--- src/rtl/core/assert_macros.svh ---
// assert_macros.svh: assertion macros shared by the verlet integrator rtl
// no dependencies
`ifndef ASSERT_MACROS_SVH
`define ASSERT_MACROS_SVH

// same-cycle implication, reset masked
`define SVI_ASSERT_IMPL(label, clk, rst_n, ante, cons) \
  label: assert property (@(posedge clk) disable iff (!rst_n) (ante) |-> (cons)) \
    else $error("svi assertion failed");

// next-cycle implication, reset masked
`define SVI_ASSERT_NEXT(label, clk, rst_n, ante, cons) \
  label: assert property (@(posedge clk) disable iff (!rst_n) (ante) |=> (cons)) \
    else $error("svi assertion failed");

`endif

--- src/rtl/core/svi_pkg.sv ---
// svi_pkg: types, constants and helpers of the sub-stepped verlet integrator
// no dependencies
`default_nettype none
package svi_pkg;

  localparam int unsigned WORD_W     = 32;
  localparam int unsigned DT_W       = 16;
  localparam int unsigned DIVIDEND_W = 32;
  localparam int unsigned DIV_CNT_W  = 5;
  localparam int unsigned PROD_W     = 64;
  localparam int unsigned SUM_W      = 34;
  localparam logic [DT_W-1:0] MAX_FT_RESET = 16'd6554;

  typedef enum logic [2:0] {
    OP_IDLE = 3'd0,
    OP_LOAD = 3'd1,
    OP_HMUL = 3'd2,
    OP_HSET = 3'd3,
    OP_VMUL = 3'd4,
    OP_UPD  = 3'd5
  } lane_op_t;

  typedef struct packed {
    lane_op_t op;
    logic     last;
  } lane_ctrl_t;

  typedef struct packed {
    logic              hit;
    logic [WORD_W-1:0] val;
  } sat_t;

  function automatic sat_t sat32(input logic signed [SUM_W-1:0] v);
    sat_t s;
    if (v > $signed(SUM_W'(34'sh0_7FFF_FFFF))) begin
      s.hit = 1'b1;
      s.val = 32'h7FFF_FFFF;
    end else if (v < -$signed(SUM_W'(34'sh0_8000_0000))) begin
      s.hit = 1'b1;
      s.val = 32'h8000_0000;
    end else begin
      s.hit = 1'b0;
      s.val = v[WORD_W-1:0];
    end
    return s;
  endfunction

  function automatic logic [WORD_W-1:0] mag32(input logic [WORD_W-1:0] x);
    return x[WORD_W-1] ? (~x + 32'd1) : x;
  endfunction

endpackage
`default_nettype wire

--- src/rtl/core/svi_div.sv ---
// svi_div: restoring divider, one quotient bit per cycle, for the sub-step length
// uses svi_pkg
`default_nettype none
module svi_div #(
  parameter int unsigned DIVISOR_W = 7
) (
  input  wire logic                              clk,
  input  wire logic                              rst_n,
  input  wire logic                              start,
  input  wire logic [svi_pkg::DIVIDEND_W-1:0]    dividend,
  input  wire logic [DIVISOR_W-1:0]              divisor,
  output logic                                   done,
  output logic [svi_pkg::DIVIDEND_W-1:0]         quot
);

  logic                               busy_r;
  logic [svi_pkg::DIV_CNT_W-1:0]      cnt_r;
  logic [svi_pkg::DIVIDEND_W-1:0]     quot_r, quot_nxt;
  logic [DIVISOR_W:0]                 rem_r, rem_nxt, rem_sh;
  logic [DIVISOR_W-1:0]               dvs_r;
  logic                               done_r;

  always_comb begin
    rem_sh = {rem_r[DIVISOR_W-1:0], quot_r[svi_pkg::DIVIDEND_W-1]};
    quot_nxt = {quot_r[svi_pkg::DIVIDEND_W-2:0], 1'b0};
    rem_nxt = rem_sh;
    if (rem_sh >= {1'b0, dvs_r}) begin
      rem_nxt = rem_sh - {1'b0, dvs_r};
      quot_nxt[0] = 1'b1;
    end
  end

  always_ff @(posedge clk) begin
    if (!rst_n) begin
      busy_r <= 1'b0;
      done_r <= 1'b0;
      cnt_r  <= '0;
    end else begin
      done_r <= 1'b0;
      if (start) begin
        busy_r <= 1'b1;
        cnt_r  <= '0;
      end else if (busy_r) begin
        cnt_r <= cnt_r + 1'b1;
        if (&cnt_r) begin
          busy_r <= 1'b0;
          done_r <= 1'b1;
        end
      end
    end
  end

  always_ff @(posedge clk) begin
    if (start) begin
      quot_r <= dividend;
      rem_r  <= '0;
      dvs_r  <= divisor;
    end else if (busy_r) begin
      quot_r <= quot_nxt;
      rem_r  <= rem_nxt;
    end
  end

  assign done = done_r;
  assign quot = quot_r;

endmodule
`default_nettype wire

--- config.mk ---
export PLATFORM = sky130hd
export DESIGN_NAME = svi_div
export DESIGN_NICKNAME = d
export VERILOG_FILES = /design/src/rtl/core/assert_macros.svh /design/src/rtl/core/svi_pkg.sv /design/src/rtl/core/svi_div.sv
export SDC_FILE = /design/constraint.sdc
export NUM_CORES = 1
export LEC_CHECK = 0
export BUFFER_PORTS_ARGS = -buffer_cell sky130_fd_sc_hd__buf_2
export CORE_AREA = 2 2 85 87
export CTS_BUF_LIST = sky130_fd_sc_hd__clkbuf_16
export DETAILED_ROUTE_END_ITERATION = 8
export DIE_AREA = 0 0 87 89
export SYNTH_ARGS = -nofsm -noshare
export SYNTH_HDL_FRONTEND = slang
export SYNTH_SLANG_ARGS = --single-unit
--- constraint.sdc ---
create_clock -name clk -period 2.6 [get_ports clk]
set_clock_uncertainty 0.2 [all_clocks]
set_input_delay 0.52 -clock clk [delete_from_list [all_inputs] [get_ports clk]]
set_output_delay 0.52 -clock clk [all_outputs]
set_load 0.03 [all_outputs]
==> metrics.txt <==
cts bufs inserted=5; final setup TNS=0 ns; met1 GRT Util=~18%; sequential cell area fraction in the yosys report=54.2%; row count=30; initial antenna violation count=1; layout cell share with drive strength beyond 1=between 40 and 50%; synth unique cells=45; Max Cap Viol=0; CTS Hold Bufs=0; # H-tree levels=2; total track usage=a little over an eighth; Power Density=approximately 640 mW/mm^2; hpwl dp=3680 um; Final GP Congestion=around 0.75; Post-synth top flop=edfxtp_1; first-pass GRT wire length=about 8300 um; Setup CP Type=reg2reg; Antenna diodes=0; First DRT Iteration DRCs=42; final hold slack=between 0.2 and 0.25 ns; DP Worst Slack=around 0.25 ns; critical path capture point type=flop; #FFs+latches synth=53; routed len/inst=14.0 um; Ports=between 70 and 80; Leakage=approximately 1.3 nW; Layout area overhead=22.3%; Buf/Inv on CP=1; CP top delay family=adder cells; initial core utilization=between 30% and 40%; Crit Path Max Fanout=6; Data required, critical path=~2.6 ns; clock latency on the worst-skew pair=0.29 ns; slowest stage cell on the critical path=fa_1; RSZ-0062 raised after global routing=false; WL final=approximately 5100 um; count leader, synth=edfxtp_1; top cell type's share of synthesized area=a little over two fifths; global route total overflow=0; Final Core Density=approximately 49%; vias per inst=5.12; CP peak stage delay=between 0.3 and 0.4 ns; CP Cell Sequence=inv_2 > ha_1 > fa_1 > nand2b_1 > a211o_1 > and3_1 > a311oi_2; type of element launching the critical path=flop; synthesized instance count=209; DR pass1 iterations=4; Slew HR=about 75%; placed cell area=roughly 0.0031 mm^2; syn nets=261; Setup Viol. Count Final=0; GRT met2 Usage=a little over a fifth; Syn Area/Cell=~13 um^2; cell depth of the worst setup path=7; Clk Tree Root Cell=clkbuf_16; Final Cycle Share=approximately nine tenths; vias in the first global route=1,763; status=complete, no violations; residual DRC count=0; die width=just under 90 um; Final WS setup=approximately 0.24 ns; Gates resized, CTS repair=0; synthesized area=~0.0027 mm^2; Slew @ Worst Pin=0.360 ns; Max Slew Vio Count=0; clock tree buffer depth=2; CP Data Arrival Time=roughly 2.4 ns; top cells by count, synth=edfxtp_1, mux2_2, nor2_1; peak-usage layer in the global routing report=met2; CTS tree=yes; hold path depth=1; die height=89 um; Reg clk slew, reported paths=about 0.070 ns; core region area=roughly 0.0067 mm^2; minimum clock period=between 2 and 2.5 ns; Peak VDD IR=0.303 mV; final hold viol count=0; CTS sink cnt=between 50 and 60; Worst Reg2Reg Path Length in Cells=7; Post-synth EDFFs=39; Post-CTS Setup Bufs=0; hold crit path type=in2reg; Nets=~340; routed via count=between 1,500 and 2,000; PortBufs=74; Detail Route Antenna Nets=0; Die Area=roughly 0.0077 mm^2; ys async rst share=0%; fmax=approximately 0.42 GHz; pin count of the biggest net entering global routing=41; synth warn=0; met3 usage=4.62%; Synth area leader=edfxtp_1; main area contributors after synthesis=edfxtp_1, mux2_2, dfxtp_1; design area=between 0.003 and 0.004 mm^2
[placed cells by master (no fill, tap or decap), drive strengths merged, types with 6 or more instances in the layout]
cell type / count
buf: 79
edfxtp: 39
mux2: 31
nor2: 15
dfxtp: 14
inv: 14
nand2: 9
ha: 9
nand2b: 6
nor3b: 6
[cell type report]
class,count,area [um^2]
clock buffers,5,125
inverters,12,45.0
fillers,602,3450
well taps,80,100
flip-flops and latches,53,1450
repair buffers,79,420
multi-input cells,132,1110
clock inverters,3,15.0
[routing by layer]
layer / wire length (um) / share of wire, %
met1: 2250 / 44
met2: 2430 / 48
met3: 341 / 6.7
met4: 53 / 1.0
met5: 16 / 0.31
[where the power goes]
group	internal, mW	total (mW)	switching, mW
Combinational	0.172	0.429	0.257
Sequential	0.995	1.03	0.0390
Clock	0.350	0.641	0.291
Total	1.52	2.10	0.587
[path summary, 6_finish.rpt]
| kind | startpoint | endpoint | slack, ns |
|---|---|---|---|
| hold reg to reg | cnt_r[3] | cnt_r[3] | 0.31 |
| setup reg to reg | quot[31] | rem_r[0] | 0.24 |
| setup / recovery | quot[31] | rem_r[0] | 0.24 |
| hold / removal | divisor[6] | dvs_r[6] | 0.20 |
[registers in the layout (all words and copies together), names as in the netlist]
| register | flops |
|---|---|
| busy_r | 1 |
| quot | 32 |
| cnt_r | 5 |
| done | 1 |
| dvs_r | 7 |
| rem_r | 7 |
[kinds of logic (layout without fill, tap and decap cells)]
family / Yosys count / count (layout) / share of synthesized area, %
XOR/XNOR: 6 / 6 / 1.96
multiplexers: 34 / 34 / 14.2
AO/OA/AOI/OAI: 29 / 29 / 9.49
flip-flops: 53 / 53 / 54.2
buffers and inverters: 24 / 99 / 4.11
AND/OR/NAND/NOR: 53 / 53 / 11.1
adder cells (fa/ha/maj): 10 / 10 / 4.96
[through the flow]
step | power [mW] | instances
final | 2.10 | 364
after global routing | 2.20 | 364
after CTS | 2.13 | 364
after detailed placement | 1.48 | 356
after global placement | 1.48 | 356
after floorplan | 1.36 | 209
(Power assumes the default switching activity.)
